`src/rtl/core/assert_macros.svh`:
```
// Assertion macros used by the resequencer back end (prs_back).
// Each macro expects clk and arst_n to be visible where it is used.
`ifndef ASSERT_MACROS_SVH
`define ASSERT_MACROS_SVH

// The consequent must hold in the same cycle as the antecedent.
`define CHK_SAME_CYCLE(lbl, ante, cons, msg) \
	lbl: assert property (@(posedge clk) disable iff (!arst_n) (ante) |-> (cons)) \
		else $error(msg);

// The consequent must hold in the cycle after the antecedent.
`define CHK_NEXT_CYCLE(lbl, ante, cons, msg) \
	lbl: assert property (@(posedge clk) disable iff (!arst_n) (ante) |=> (cons)) \
		else $error(msg);

`endif

```
`src/rtl/core/prs_pkg.sv`:
```
package prs_pkg;

	localparam int TAG_BITS = 8;
	localparam int TAG_KEEP = (TAG_BITS < 8) ? TAG_BITS : 8;
	localparam int SLOTS = 256;
	localparam int WIN = 16;
	localparam int WIN_W = $clog2(WIN);

	localparam logic [1:0] FUNC_ARRIVE = 2'd0;
	localparam logic [1:0] FUNC_TICK = 2'd1;
	localparam logic [1:0] FUNC_PULL = 2'd2;

	localparam logic [15:0] GAP_TIMEOUT_RST = 16'd100;

	typedef enum logic [1:0] {
		OP_STORE,
		OP_PASS,
		OP_TICK,
		OP_PULL
	} op_t;

	typedef struct packed {
		op_t op;
		logic [7:0] seq;
		logic [7:0] hdr;
		logic [7:0] len;
		logic [TAG_KEEP-1:0] tag;
	} cmd_t;

	typedef struct packed {
		logic reliable;
		logic [15:0] timeout;
		logic timer_clr;
	} cfg_t;

	typedef struct packed {
		logic [7:0] hdr;
		logic [7:0] len;
		logic [TAG_KEEP-1:0] tag;
	} slot_t;

endpackage

```
`src/rtl/core/prs_front.sv`:
```
module prs_front (
	input logic clk,
	input logic arst_n,
	input logic s_tvalid,
	output logic s_tready,
	input logic [31:0] s_tdata,  // seq, hdr, payload_len, payload_tag
	input logic [1:0] s_tuser,   // func
	input logic reliable,
	output logic cmd_valid,
	input logic cmd_pop,
	output prs_pkg::cmd_t cmd
);
	import prs_pkg::*;

	localparam int DEPTH = 2;
	localparam int PTR_W = $clog2(DEPTH);
	localparam int CNT_W = $clog2(DEPTH + 1);

	cmd_t fifo_q [DEPTH];
	logic [PTR_W-1:0] wr_ptr_q;
	logic [PTR_W-1:0] rd_ptr_q;
	logic [CNT_W-1:0] count_q;
	cmd_t dec;
	logic keep;
	logic push;

	always_comb begin
		dec.seq = s_tdata[7:0];
		dec.hdr = s_tdata[15:8];
		dec.len = s_tdata[23:16];
		dec.tag = s_tdata[24 +: TAG_KEEP];
		keep = 1'b1;
		unique case (s_tuser)
			FUNC_ARRIVE: dec.op = reliable ? OP_STORE : OP_PASS;
			FUNC_TICK: dec.op = OP_TICK;
			FUNC_PULL: dec.op = OP_PULL;
			default: begin
				dec.op = OP_TICK;
				keep = 1'b0;
			end
		endcase
	end

	assign s_tready = count_q != CNT_W'(DEPTH);
	assign push = s_tvalid && s_tready && keep;
	assign cmd_valid = count_q != '0;
	assign cmd = fifo_q[rd_ptr_q];

	always_ff @(posedge clk) begin
		if (push) begin
			fifo_q[wr_ptr_q] <= dec;
		end
	end

	always_ff @(posedge clk or negedge arst_n) begin
		if (!arst_n) begin
			wr_ptr_q <= '0;
			rd_ptr_q <= '0;
			count_q <= '0;
		end else begin
			if (push) begin
				wr_ptr_q <= wr_ptr_q + PTR_W'(1);
			end
			if (cmd_pop) begin
				rd_ptr_q <= rd_ptr_q + PTR_W'(1);
			end
			if (push && !cmd_pop) begin
				count_q <= count_q + CNT_W'(1);
			end else if (!push && cmd_pop) begin
				count_q <= count_q - CNT_W'(1);
			end
		end
	end

endmodule

```
`config.mk`:
```
export PLATFORM = sky130hd
export DESIGN_NAME = prs_front
export DESIGN_NICKNAME = d
export VERILOG_FILES = /design/src/rtl/core/assert_macros.svh /design/src/rtl/core/prs_pkg.sv /design/src/rtl/core/prs_front.sv
export SDC_FILE = /design/constraint.sdc
export NUM_CORES = 1
export LEC_CHECK = 0
export BUFFER_PORTS_ARGS = -buffer_cell sky130_fd_sc_hd__buf_2
export CAP_MARGIN = 10
export CORE_ASPECT_RATIO = 0.75
export CORE_MARGIN = 2
export CORE_UTILIZATION = 45
export DETAILED_ROUTE_END_ITERATION = 8
export PLACE_DENSITY_LB_ADDON = 0.25
export SYNTH_ARGS = -nofsm -noshare
export SYNTH_HDL_FRONTEND = slang
export SYNTH_SLANG_ARGS = --single-unit
```
`constraint.sdc`:
```
create_clock -name clk -period 3.6 [get_ports clk]
set_input_delay 0.54 -clock clk [delete_from_list [all_inputs] [get_ports clk]]
set_output_delay 0.54 -clock clk [all_outputs]
set_load 0.01 [all_outputs]
```
# == After elaboration in Yosys (flattened, before gate mapping) ==
# Memory sizes are Yosys's and may differ from the RTL's.
# Cells that the tools add are included.
# classes
n_eq_ne,3
add_sub_neg,4
mux,7
reduce_logical,10
# op_table
op,count
logical AND 1 bit,4
2-to-1 mux 1 bit,4
2-to-1 mux 2 bit,2
one-hot mux 2 bit (2 select lines),1
nonzero test 2 bit,2
OR reduction 3 bit,1
"adder 1 bit, second input constant",2
"adder 2 x 1 -> 2 bit, second input constant",1
"== test 2 x 1 -> 1 bit, second input constant",1
"== test 2 bit, second input constant",1
logical NOT 1 bit,2
logical NOT 2 bit,1
"!= test 2 bit, second input constant",1
"subtractor 2 x 1 -> 2 bit, second input constant",1
# totals
regBits,4
ram_bits,68
input_bits,39
out_inout_bits,36
word_cells,28
memories,1
# mem_list
name,depth,word_bits,read_ports,rd_ports_with_merged_regs,wr,line_no,source
fifo_q,2,34,1,0,1,prs_front.sv:19,cmd_t fifo_q [DEPTH];

# == Logic depth before layout (Yosys ltp) ==
# Gate-level depths: netlist of run 1.
# depth
depth_word,8
mapped_depth,7
mapped_depth_nobuf,7

# == Worst setup path after synthesis of run 1 ==
# Ideal clock, no wire load.
# synth_path
path_type,input port to flip-flop
startpoint,input port s_tuser[0]
endpoint,"memory fifo_q[0][0] in the netlist's numbering, enable pin"
arrival_ns,2.164
setup_time_ns,0.425
path_stages,3
setup_slack_ns,1.011
path_buffers,0
path_cell_list,nand2_1 > nand3_2 > nor2_1
# synth_between
elab_chain_len,6
elab_cells_between_ends,8
cone_classes,eq/ne: 2; mux: 3; reduce/logical: 3
# synth_lines
item,line_no,source
"start, declared",prs_front.sv:7,"input logic [1:0] s_tuser,"
== test 2 bit (tied with other cells),prs_front.sv:33,unique case (s_tuser)
OR reduction 3 bit (no source line) *,-,
2-to-1 mux 1 bit *,prs_front.sv:33,
logical AND 1 bit *,prs_front.sv:45,assign push = s_tvalid && s_tready && keep;
2-to-1 mux 1 bit *,prs_front.sv:50,if (push) begin
2-to-1 mux 1 bit (implied by the code) *,prs_front.sv:51,fifo_q[wr_ptr_q] <= dec;
"end, declared",prs_front.sv:19,
# Every way passes the cells marked *; elsewhere a longest branch is shown, timed or not.

==> results of run 1 <==
## logic make-up (layout without fill, tap and decap cells)
group / Yosys count / count (layout) / share of synthesized area (%)
flip-flops: 72 / 72 / 75.8
multiplexers: 34 / 34 / 17.4
AND/OR/NAND/NOR: 8 / 8 / 1.55
buffers and inverters: 8 / 95 / 3.06
XOR/XNOR: 5 / 5 / 1.55
adder cells (fa/ha/maj): 1 / 1 / 0.443
AO/OA/AOI/OAI: 1 / 1 / 0.177
## state kept, by name, summed over array words and instances (netlist names)
name      flops
fifo_q       68
count_q       2
wr_ptr_q      1
rd_ptr_q      1
## cells in the final DEF, fill, tap and decap left out, drive strengths merged
cell / netlist / final
a21oi: 1 / 1
buf: 4 / 74
bufinv: 0 / 2
clkbuf: 0 / 9
clkinv: 0 / 4
clkinvlp: 0 / 1
dfrtp: 4 / 4
dlygate4sd3: 0 / 1
edfxtp: 68 / 68
ha: 1 / 1
inv: 4 / 4
mux2: 34 / 34
nand2: 1 / 1
nand2b: 1 / 1
nand3: 1 / 1
nor2: 3 / 3
or2: 2 / 2
xnor2: 2 / 2
xor2: 3 / 3
## worst paths after layout
path	startpoint	end	cells after the start
worst max-delay path	rd_ptr_q	cmd[31]	2
worst min-delay path	s_tdata[20]	fifo_q[1][12]	1
worst max register to register	count_q[0]	fifo_q[0][0]	3
worst min register to register	count_q[1]	count_q[1]	1
max in group asynchronous	arst_n	rd_ptr_q	2
min in group asynchronous	arst_n	count_q[0]	2
## routing by layer
metal	GRT usage, %	share of wire (%)	vias up
met5	0	0	-
met2	22.0	51	53
met3	5.27	9.1	5
met4	5.24	0.89	0
met1	13.7	39	634
li1	-	-	661
## cell type report
class	count	area [um^2]
multi-input cells	49	612
flip-flops and latches	72	2140
inverters	4	15.0
well taps	78	97.6
clock inverters	7	86.3
fillers	502	2490
clock buffers	9	124
repair buffers	75	380
## stage by stage
stage                     utilization [%]  cell area [um^2]  std cells  worst slack [ns]
after floorplan                         -              2830        129              1.01
after global placement               54.5              3240        277              1.46
after detailed placement             54.5              3240        277              1.43
after CTS                            58.2              3460        294              1.06
after global routing                 58.2              3460        294             0.991
final                                58.2              3460        294              1.10
## worst max-delay path, delay by kind of cell, from the launching register on
kind	cells	cell delay (ns)
buffers and inverters	1	0.14
multiplexers	1	0.43
flip-flops	1	1.07
## power groups by stage
| stage | Combinational [mW] | Clock, mW | Sequential, mW |
|---|---|---|---|
| floorplan | 0.656 | 0 | 1.16 |
| global placement | 0.724 | 0 | 1.26 |
| detailed placement | 0.736 | 0 | 1.28 |
| CTS | 0.739 | 0.667 | 1.26 |
| global route | 0.782 | 0.698 | 1.28 |
| finish | 0.722 | 0.644 | 1.25 |
==> results.md, run 1 <==
- Req. time, crit path: a little over 3 ns
- Post-CTS Setup Inserts: 0
- Tcrit/Tclk final: 69.4%
- Share of layout cells above drive strength 1: between 50% and 60%
- Final antenna-violating net count: 0
- Commonest register cell after synthesis: edfxtp_1
- Sw Ratio: 27.1%
- Max Cap Violations: 0
- Worst-path fanout max: 35
- Vias in the first global route: between 1000 and 1500
- Area delta synth->final: 22.4%
- Antenna violations before repair: 0
- Ys async rst share: 5.56%
- TritonCTS clock tree: done
- Drt first pass iters: 4
- Critical-path top delay cell: dfrtp_2
- Slew Limit Fails: 0
- Largest area contributor in the netlist: edfxtp_1
- Post-cts resize count: 0
- Final layout net count: roughly 250
- Reg2reg setup slack: 1.67 ns
- Top cells by count, synth: edfxtp_1, mux2_4, mux2_2
- Cell with the most instances after synthesis: edfxtp_1
- CP peak stage delay: ~1.1 ns
- Die width: 95.5 um
- DRT iter0 DRCs: 60
- Worst-margin pin slew: around 1.1 ns
- CTS buffer count: 9
- Placer Congestion: a little under 0.7
- Worst-path clk slew: about 0.070 ns
- Count of buffers from port buffering: 74
- Synth Instances: 129
- # DRC: 0
- GRT Total Usage: between 10% and 20%
- Share of the synthesized area in the top cell type: around 72%
- CP startpoint kind: flip-flop
- Final Skew: 0.00379 ns
- Post-DP HPWL: 2790 um
- Seq pwr share: between 40% and 50%
- Final Hold Fails: 0
- Synth Register Bits: 72
- Num rows: 24
- Syn Area/Cell: about 22 um^2
- Status: complete, no violations
- YS warnings: 0
- Vias/cell: ~4.6
- Syn Nets: around 170
- Cells along the critical path: mux2_2 > buf_2
- Fmax: 400 MHz
- Root Driver: clkbuf_8
- H-tree levels: 3
- Top cells by area, synth: edfxtp_1, mux2_4, dfrtp_1
- Setup CP Type: reg -> out
- # clock sinks: 72
- Cell leakage power: approximately 1.4 nW
- ANT cells: 0
- I/O pin cnt: between 70 and 80
- Vias: between 1000 and 1500
- Starting Density: between 40% and 50%
- Sequential element share of the synthesized area: between 70 and 80%
- Die Area: 6930 um^2
- Synth unique cells: 16
- Overall Power: 2.62 mW
- Clk network pwr share: around 25%
- Fin Setup TNS: 0 ns
- Wire per inst: around 14 um
- CTS Hold Bufs: 1
- Total core area: 5950 um^2
- Gr ovfl total: 0
- Worst EP arrival: ~2.0 ns
- Post-synth EDFFs: 68
- Crit path time final: ~2.5 ns
- Crit end category: output pin
- Type of the most critical hold path: in -> reg
- RSZ-0062 raised after global routing: no
- First-pass GRT wire length: between 6000 and 7000 um
- Sw power: 0.711 mW
- Clock Latency Late Sink: about 0.32 ns
- Min Hold Slack: approximately 0.41 ns
- Final wirelength: a little over 4000 um
- Pwr Density: about 760 nW/um^2
- Mapped Area: approximately 2800 um^2
- Worst slew margin: about 30%
- Internal Pwr Total: around 1.9 mW
- Deepest clock path buffer count: 2
- Maximum vdd drop: slightly above 0.4 mV
- Final count of negative-setup-slack endpoints: 0
- Die height: a little over 70 um
- Largest net degree at the start of global routing: 36
- Comb power frac: between 20 and 30%
Power figures use the tool's default switching activity.
==> run 2, diff against run 1 <==
--- a/config.mk
+++ b/config.mk
@@ -5,6 +5,7 @@
 export SDC_FILE = /design/constraint.sdc
 export NUM_CORES = 1
 export LEC_CHECK = 0
+export ABC_AREA = 1
 export BUFFER_PORTS_ARGS = -buffer_cell sky130_fd_sc_hd__buf_2
 export CAP_MARGIN = 10
 export CORE_ASPECT_RATIO = 0.75
==> constraint.sdc (replaced) <==
create_clock -name clk -period 2.5 [get_ports clk]
set_input_delay 0.375 -clock clk [delete_from_list [all_inputs] [get_ports clk]]
set_output_delay 0.375 -clock clk [all_outputs]
set_load 0.01 [all_outputs]
==> run 2 against run 1 <==
Final area is 2.9% higher. Synthesized area is 0.53% higher. Die area is 0.50% higher. Clock-buffer cell count is 1 higher. First-iteration DRC count is 18% lower. Clock power is 65% higher. Sequential share of layout area is 1.7 points lower. Largest cell class unchanged. Sequential cell count stayed put. Clock skew hardly changed. Non-clock buffer count is 5 higher. Critical path depth is 1 higher. Via count is 7.7% higher.
==> results.md, run 2 <==
- Worst-path clk slew: 0.07 ns (about the same)
- Num rows: 25 (was 24)
- Pre-CTS WS: 0.650 ns (was 1.43 ns)
- GRT Total Usage: 13.8% (was 12.6%)
- Die height: 72.8 um (was 72.6 um)
- Largest area contributor in the netlist: edfxtp_1 (unchanged)
- Mapped Area: 2840 um^2 (was 2830 um^2)
- Crit path time final: about 2.2 ns
- Metal3 WL: 338 um (was 375 um)
- DRT iter0 DRCs: 49 (was 60)
- Pwr Density: 1110 nW/um^2 (was 758 nW/um^2)
- Drt first pass iters: 4 (unchanged)
- Synth Instances: 138 (was 129)
- Worst EP arrival: 1.81 ns (was 1.96 ns)
- Type of the most critical hold path: in -> reg (unchanged)
- First-pass GRT wire length: 6660 um (was 6340 um)
- Synth Register Bits: 72 (unchanged)
- Share of the synthesized area in the top cell type: 71.9% (was 72.3%)
- Largest net degree at the start of global routing: 21 (was 36)
- Final Hold Fails: 0 (unchanged)
- Worst-margin pin slew: 0.527 ns (was 1.05 ns)
- Commonest non-fill, non-tap cell in the layout: buf_2 (unchanged)
- Root Driver: clkbuf_8 (unchanged)
- Routed wl met2: 2210 um (was 2120 um)
- Placer Congestion: 0.774 (was 0.679)
- Top cells by area, synth: edfxtp_1, mux2_4, dfrtp_1 (unchanged)
- Vias in the first global route: 1397 (was 1385)
- Die width: 95.7 um (was 95.5 um)
- Cell with the most instances after synthesis: edfxtp_1 (unchanged)
- Req. time, crit path: 2.12 ns (was 3.06 ns)
- Max Cap Violations: 0 (unchanged)
- Syn Area/Cell: 20.6 um^2 (was 21.9 um^2)
- Final Skew: 0.00362 ns (was 0.00379 ns)
- Setup CP Type: reg -> out (unchanged)
- Top cell family by delay on the critical path: flip-flops (unchanged)
- CTS buffer count: 9 (unchanged)
- I/O pin cnt: 75 (unchanged)
- Total core area: 6190 um^2 (was 5950 um^2)
- Tcrit/Tclk final: between 80% and 90%
- Gr ovfl total: 0 (unchanged)
- Bufs and invs on worst path: 2 (was 1)
- Largest register by flop count: fifo_q (unchanged)
- Starting Density: 45.9% (was 47.5%)
- Maximum vdd drop: 0.694 mV (was 0.408 mV)
- Commonest register cell after synthesis: edfxtp_1 (unchanged)
- Final count of negative-setup-slack endpoints: 0 (unchanged)
- Critical-path top delay cell: dfrtp_2 (unchanged)
- H-tree levels: 3 (unchanged)
- Final antenna-violating net count: 0 (unchanged)
- Met1 WL: 1830 um (was 1610 um)
- Worst-path fanout max: 17 (was 35)
- Status: complete, no violations (unchanged)
- Cells along the critical path: buf_4 > mux2_2 > buf_2 (was mux2_2 > buf_2)
- Biggest regs: fifo_q: 68 flops, count_q: 2 flops (unchanged)
- Max reg flops: 68 (unchanged)
- Count of buffers from port buffering: 74 (unchanged)
- ANT cells: 0 (unchanged)
- Highest metal used: met4 (unchanged)
- Final wirelength: 4450 um (was 4140 um)
- Final layout net count: 265 (was 251)
- CP peak stage delay: 0.71 ns (was 1.07 ns)
- # DRC: 0 (unchanged)
- Syn Nets: 178 (was 169)
- YS warnings: 0 (unchanged)
- Crit end category: output pin (unchanged)
- Slew Limit Fails: 0 (unchanged)
- RSZ-0062 raised after global routing: no (unchanged)
- Top cells by count, synth: edfxtp_1, mux2_4, inv_1, nand2_1, mux2_2 (was edfxtp_1, mux2_4, mux2_2)
- Wire per inst: 14.3 um (was 14.1 um)
- Post-synth EDFFs: 68 (unchanged)
- Cell leakage power: 1.47 nW (was 1.40 nW)
- Final setup margin: 0.311 ns (was 1.10 ns)
- Most frequent cells in the layout: buf_2, edfxtp_1, mux2_4 (unchanged)
- Vias: 1457 (was 1353)
- Fin Setup TNS: 0 ns (unchanged)
- Worst slew margin: 64.9% (was 29.8%)
- CP startpoint kind: flip-flop (unchanged)
- Sequential element share of the synthesized area: 75.4% (was 75.8%)
- Die Area: 6970 um^2 (was 6930 um^2)
- TritonCTS clock tree: done (unchanged)
- Utilization after layout: 57.4% (was 58.2%)
- Synth unique cells: 16 (unchanged)
- Fmax: 457 MHz
- Antenna violations before repair: 0 (unchanged)
- Vias/cell: 4.68 (was 4.60)
- Clock Latency Late Sink: 0.34 ns (was 0.32 ns)
- Deepest clock path buffer count: 2 (unchanged)
- Post-cts resize count: 0 (unchanged)
- Share of layout cells above drive strength 1: 57.0% (was 59.7%)
- Post-DP HPWL: 3070 um (was 2790 um)
- FILL cells: 496 (was 502)
- # clock sinks: 72 (unchanged)
- Ys async rst share: 5.56% (unchanged)
- Area delta synth->final: 25.2% (was 22.4%)
==> run 2: changes by cell type in the layout (fill, tap and decap cells not counted), moves of 2 or more <==
cell     delta
nand2_1     +8
buf_4       +3
inv_1       +5
xor2_1      -2
buf_12      +2
nand4_1     +2
nand3_1     +2
==> run 2: timing repair <==
item,CTS,global route
endpoints found under the hold margin,4,0
hold buffers,1,0
setup buffers,0,0
endpoints found under the setup margin,0,0
==> run 2: per-stage QoR <==
stage | power, mW | area (um^2) | hold slack [ns] | instances
6_report | 3.95 | 3560 | 0.219 | 311
3_5_place_dp | 2.95 | 3310 | 0.186 | 294
4_1_cts | 4.02 | 3560 | 0.198 | 311
5_1_grt | 4.16 | 3560 | 0.197 | 311
3_3_place_gp | 2.93 | 3310 | 0.187 | 294
2_1_floorplan | 2.60 | 2840 | 0.0794 | 138
==> run 2: layer usage <==
| metal | global-route usage [%] | vias to the layer above |
|---|---|---|
| met3 | 6.92 | 8 |
| met5 | 0 | - |
| met1 | 16.2 | 702 |
| li1 | - | 693 |
| met4 | 6.67 | 0 |
| met2 | 21.1 | 54 |
==> run 2: cell type report <==
cell class | count | area, um^2 | area share, %
clock buffers | 10 | 128 | 3.59
clock inverters | 6 | 108 | 3.02
inverters | 9 | 33.8 | 0.950
multi-input cells | 53 | 601 | 16.9
flip-flops and latches | 72 | 2140 | 60.3
well taps | 81 | 101 | 2.85
repair buffers | 80 | 443 | 12.5
==> run 2: logic make-up after synthesis <==
| logic type | Yosys count | synth area share, % |
|---|---|---|
| muxes | 34 | 17.3 |
| buffers and inverters | 13 | 3.70 |
| adders and majority gates | 1 | 0.440 |
| xor gates and xnor gates | 2 | 0.617 |
| AOI/OAI and AO/OA | 1 | 0.176 |
| and+or+nand+nor | 15 | 2.33 |
| DFF | 72 | 75.4 |
==> run 2: final timing paths <==
path | from | endpoint | slack, ns | depth (start not counted)
max | rd_ptr_q | cmd[31] | 0.31 | 3
min | s_tdata[18] | fifo_q[0][10] | 0.22 | 1
max reg2reg | count_q[0] | fifo_q[1][33] | 0.79 | 5
min reg2reg | wr_ptr_q | wr_ptr_q | 0.48 | 2
max in group asynchronous | arst_n | rd_ptr_q | 2.00 | 2
min in group asynchronous | arst_n | count_q[1] | 0.37 | 2
==> run 2: power breakdown <==
part           switching (mW)  internal [mW]  leakage, nW
clock network           0.401          0.659        0.116
registers               0.129           1.58        0.673
logic                   0.542          0.642        0.685
total                    1.07           2.88         1.47
==> run 2: worst register-to-register path: cells and delay by family (launching register included) <==
| family | cells | cell delay, ns |
|---|---|---|
| and+or+nand+nor | 3 | 0.69 |
| DFF | 1 | 0.39 |
| buffers and inverters | 2 | 0.34 |
==> run 3, diff against run 2 <==
--- a/config.mk
+++ b/config.mk
@@ -12,7 +12,7 @@
 export CORE_MARGIN = 2
 export CORE_UTILIZATION = 45
 export DETAILED_ROUTE_END_ITERATION = 8
-export PLACE_DENSITY_LB_ADDON = 0.25
+export PLACE_DENSITY_LB_ADDON = 0.2
 export SYNTH_ARGS = -nofsm -noshare
 export SYNTH_HDL_FRONTEND = slang
 export SYNTH_SLANG_ARGS = --single-unit
==> run 3 against run 2 <==
Clock power fell by 11%. Setup slack improved by 0.16 ns. Sequential share of layout area rose by 0.64 points. Global-route usage fell by 0.087 points. Routed wire length fell by 2.7%. Critical path depth did not move. Die area did not move. Via count fell by 4.0%. Largest cell class unchanged.
==> results.md, run 3 (same netlist as run 2, synthesis figures left out) <==
- Slew Limit Fails: 0 (unchanged)
- Tcrit/Tclk final: 81.3% (was 87.6%)
- Final antenna-violating net count: 0 (unchanged)
- Reg2Reg Capture Point: count_q[1] (was fifo_q[1][33])
- Final Skew: 0.00470 ns (was 0.00362 ns)
- Total core area: 6190 um^2 (unchanged)
- Final Hold Fails: 0 (unchanged)
- Commonest non-fill, non-tap cell in the layout: buf_2 (unchanged)
- Largest register by flop count: fifo_q (unchanged)
- Antenna violations before repair: 0 (unchanged)
- Placer Congestion: 0.660 (was 0.774)
- Area of the multi-input gates: 601 um^2 (unchanged)
- Maximum vdd drop: 0.464 mV (was 0.694 mV)
- Setup CP Type: reg -> out (unchanged)
- # clock sinks: 72 (unchanged)
- Seq pwr share: 43.9% (was 43.2%)
- Die width: 95.7 um (unchanged)
- Cells along the critical path: buf_12 > mux2_2 > buf_2 (was buf_4 > mux2_2 > buf_2)
- Starting Density: 45.9% (unchanged)
- CP peak stage delay: 0.54 ns (was 0.71 ns)
- Final layout net count: 265 (unchanged)
- FF-to-FF Start: count_q[0] (unchanged)
- Top cell family by delay on the critical path: flip-flops (unchanged)
- Req. time, crit path: 2.12 ns (about the same)
- Hold Path End: fifo_q[0][19] (was fifo_q[0][10])
- Worst-path fanout max: 27 (was 17)
- First-pass GRT wire length: 6560 um (was 6660 um)
- Post-DP HPWL: 2990 um (was 3070 um)
- Post-cts resize count: 0 (unchanged)
- Crit path time final: 2.03 ns (was 2.19 ns)
- # placed instances: 294 (unchanged)
- FILL cells: 483 (was 496)
- Vias/cell: 4.50 (was 4.68)
- Worst R2R Path Depth: 9 (was 5)
- Root Driver: clkbuf_8 (unchanged)
- Largest net degree at the start of global routing: 28 (was 21)
- Die height: 72.8 um (unchanged)
- Fin Setup TNS: 0 ns (unchanged)
- GRT Total Usage: 13.7% (was 13.8%)
- Final non-filler cell total: 311 (unchanged)
- Area delta synth->final: 23.9% (was 25.2%)
- Most frequent cells in the layout: buf_2, edfxtp_1, mux2_4 (unchanged)
- Reg2reg setup slack: 1.01 ns (was 0.79 ns)
- Comb power frac: 31.4% (was 30.0%)
- Count of buffers from port buffering: 74 (unchanged)
- RSZ-0062 raised after global routing: no (unchanged)
- Final count of negative-setup-slack endpoints: 0 (unchanged)
- Critical-path top delay cell: dfrtp_2 (unchanged)
- Wire per inst: 13.9 um (was 14.3 um)
- Type of the most critical hold path: in -> reg (unchanged)
- Worst-path clk slew: 0.07 ns (about the same)
- Worst EP arrival: 1.66 ns (was 1.81 ns)
- Gr ovfl total: 0 (unchanged)
- Crit end category: output pin (unchanged)
- Sw Ratio: 27.7% (was 27.1%)
- Final wirelength: 4330 um (was 4450 um)
- Worst-margin pin slew: 0.283 ns (was 0.527 ns)
- Deepest clock path buffer count: 2 (unchanged)
- # DRC: 0 (unchanged)
- DRT iter0 DRCs: 71 (was 49)
- H-tree levels: 3 (unchanged)
- Final setup margin: 0.467 ns (was 0.311 ns)
- Fmax: 492 MHz (was 457 MHz)
- Vias: 1399 (was 1457)
- Drt first pass iters: 4 (unchanged)
- Pre-CTS WS: 0.812 ns (was 0.650 ns)
- CP startpoint kind: flip-flop (unchanged)
- Critical Path Stages: 3 (unchanged)
- Clk network pwr share: 24.7% (was 26.8%)
- Num rows: 25 (unchanged)
- Biggest regs: fifo_q: 68 flops, count_q: 2 flops (unchanged)
- I/O pin cnt: 75 (unchanged)
- ANT cells: 0 (unchanged)
- Bufs and invs on worst path: 2 (unchanged)
- Clock Latency Late Sink: 0.34 ns (about the same)
- Hold Crit Start: s_tdata[11] (was s_tdata[18])
- Cell leakage power: 1.45 nW (was 1.47 nW)
- Max reg flops: 68 (unchanged)
- Sw power: 1.06 mW (was 1.07 mW)
- Pwr Density: 1080 nW/um^2 (was 1110 nW/um^2)
- Min Hold Slack: 0.221 ns (was 0.219 ns)
- FF+latch area: 2140 um^2 (unchanged)
- WHS Path Cells: 1 (unchanged)
- TritonCTS clock tree: done (unchanged)
- Die Area: 6970 um^2 (unchanged)
- Max Cap Violations: 0 (unchanged)
- CTS buffer count: 9 (unchanged)
- Internal Pwr Total: 2.76 mW (was 2.88 mW)
- Worst slew margin: 81.1% (was 64.9%)
- Status: complete, no violations (unchanged)
- Vias in the first global route: 1356 (was 1397)
- Share of layout cells above drive strength 1: 56.1% (was 57.0%)
==> run 3: what timing repair did <==
| action | CTS | global route |
|---|---|---|
| endpoints found under the setup margin | 0 | 0 |
| buffers inserted | 0 | 0 |
| hold buffers | 1 | 0 |
| endpoints found under the hold margin | 4 | 0 |
==> run 3: final cells by class <==
| class | instances | share of cell area [%] |
|---|---|---|
| inverters | 9 | 0.960 |
| repair buffers | 80 | 12.2 |
| multi-input cells | 53 | 17.1 |
| clock buffers | 9 | 3.52 |
| flip-flops and latches | 72 | 60.9 |
| clock inverters | 7 | 2.45 |
| well taps | 81 | 2.88 |
==> run 3: per-layer routing <==
metal / wire (um) / vias up / global-route usage (%) / part of all wire [%]
li1: - / 696 / - / -
met1: 1900 / 645 / 16.3 / 44
met2: 1980 / 54 / 20.4 / 46
met3: 406 / 4 / 8.78 / 9.4
met4: 40 / 0 / 4.29 / 0.92
met5: 0 / - / 0 / 0
==> run 3: worst max-delay path by stage <==
stage                           from            to  slack, ns
after floorplan           count_q[0]  fifo_q[1][0]       0.50
after global placement      rd_ptr_q       cmd[31]       0.82
after detailed placement    rd_ptr_q       cmd[30]       0.81
after CTS                   rd_ptr_q       cmd[30]       0.42
after global routing        rd_ptr_q       cmd[30]       0.38
final                       rd_ptr_q       cmd[31]       0.47
==> run 3: per-stage QoR <==
step	power, mW	utilization [%]	cell area, um^2
final	3.82	56.8	3520
after global routing	4.04	56.8	3520
after CTS	3.89	56.8	3520
after detailed placement	2.93	53.3	3300
after global placement	2.91	53.3	3300
after floorplan	2.60	-	2840
==> run 3: power groups by stage <==
| stage | sequential, mW | clock (mW) | combinational, mW |
|---|---|---|---|
| after global placement | 1.70 | 0 | 1.21 |
| after floorplan | 1.66 | 0 | 0.946 |
| after CTS | 1.68 | 0.982 | 1.23 |
| final | 1.67 | 0.942 | 1.20 |
| after detailed placement | 1.71 | 0 | 1.22 |
| after global routing | 1.69 | 1.03 | 1.32 |
==> run 3: worst register-to-register path: stages (launching register included) <==
cell and delay, ns:
dfrtp_1 0.40, inv_1 0.09, nand2_1 0.10, nand3_1 0.17
inv_1 0.07, ha_1 0.30, inv_1 0.08, nand3_1 0.07
nand2_1 0.06, nand2_1 0.04
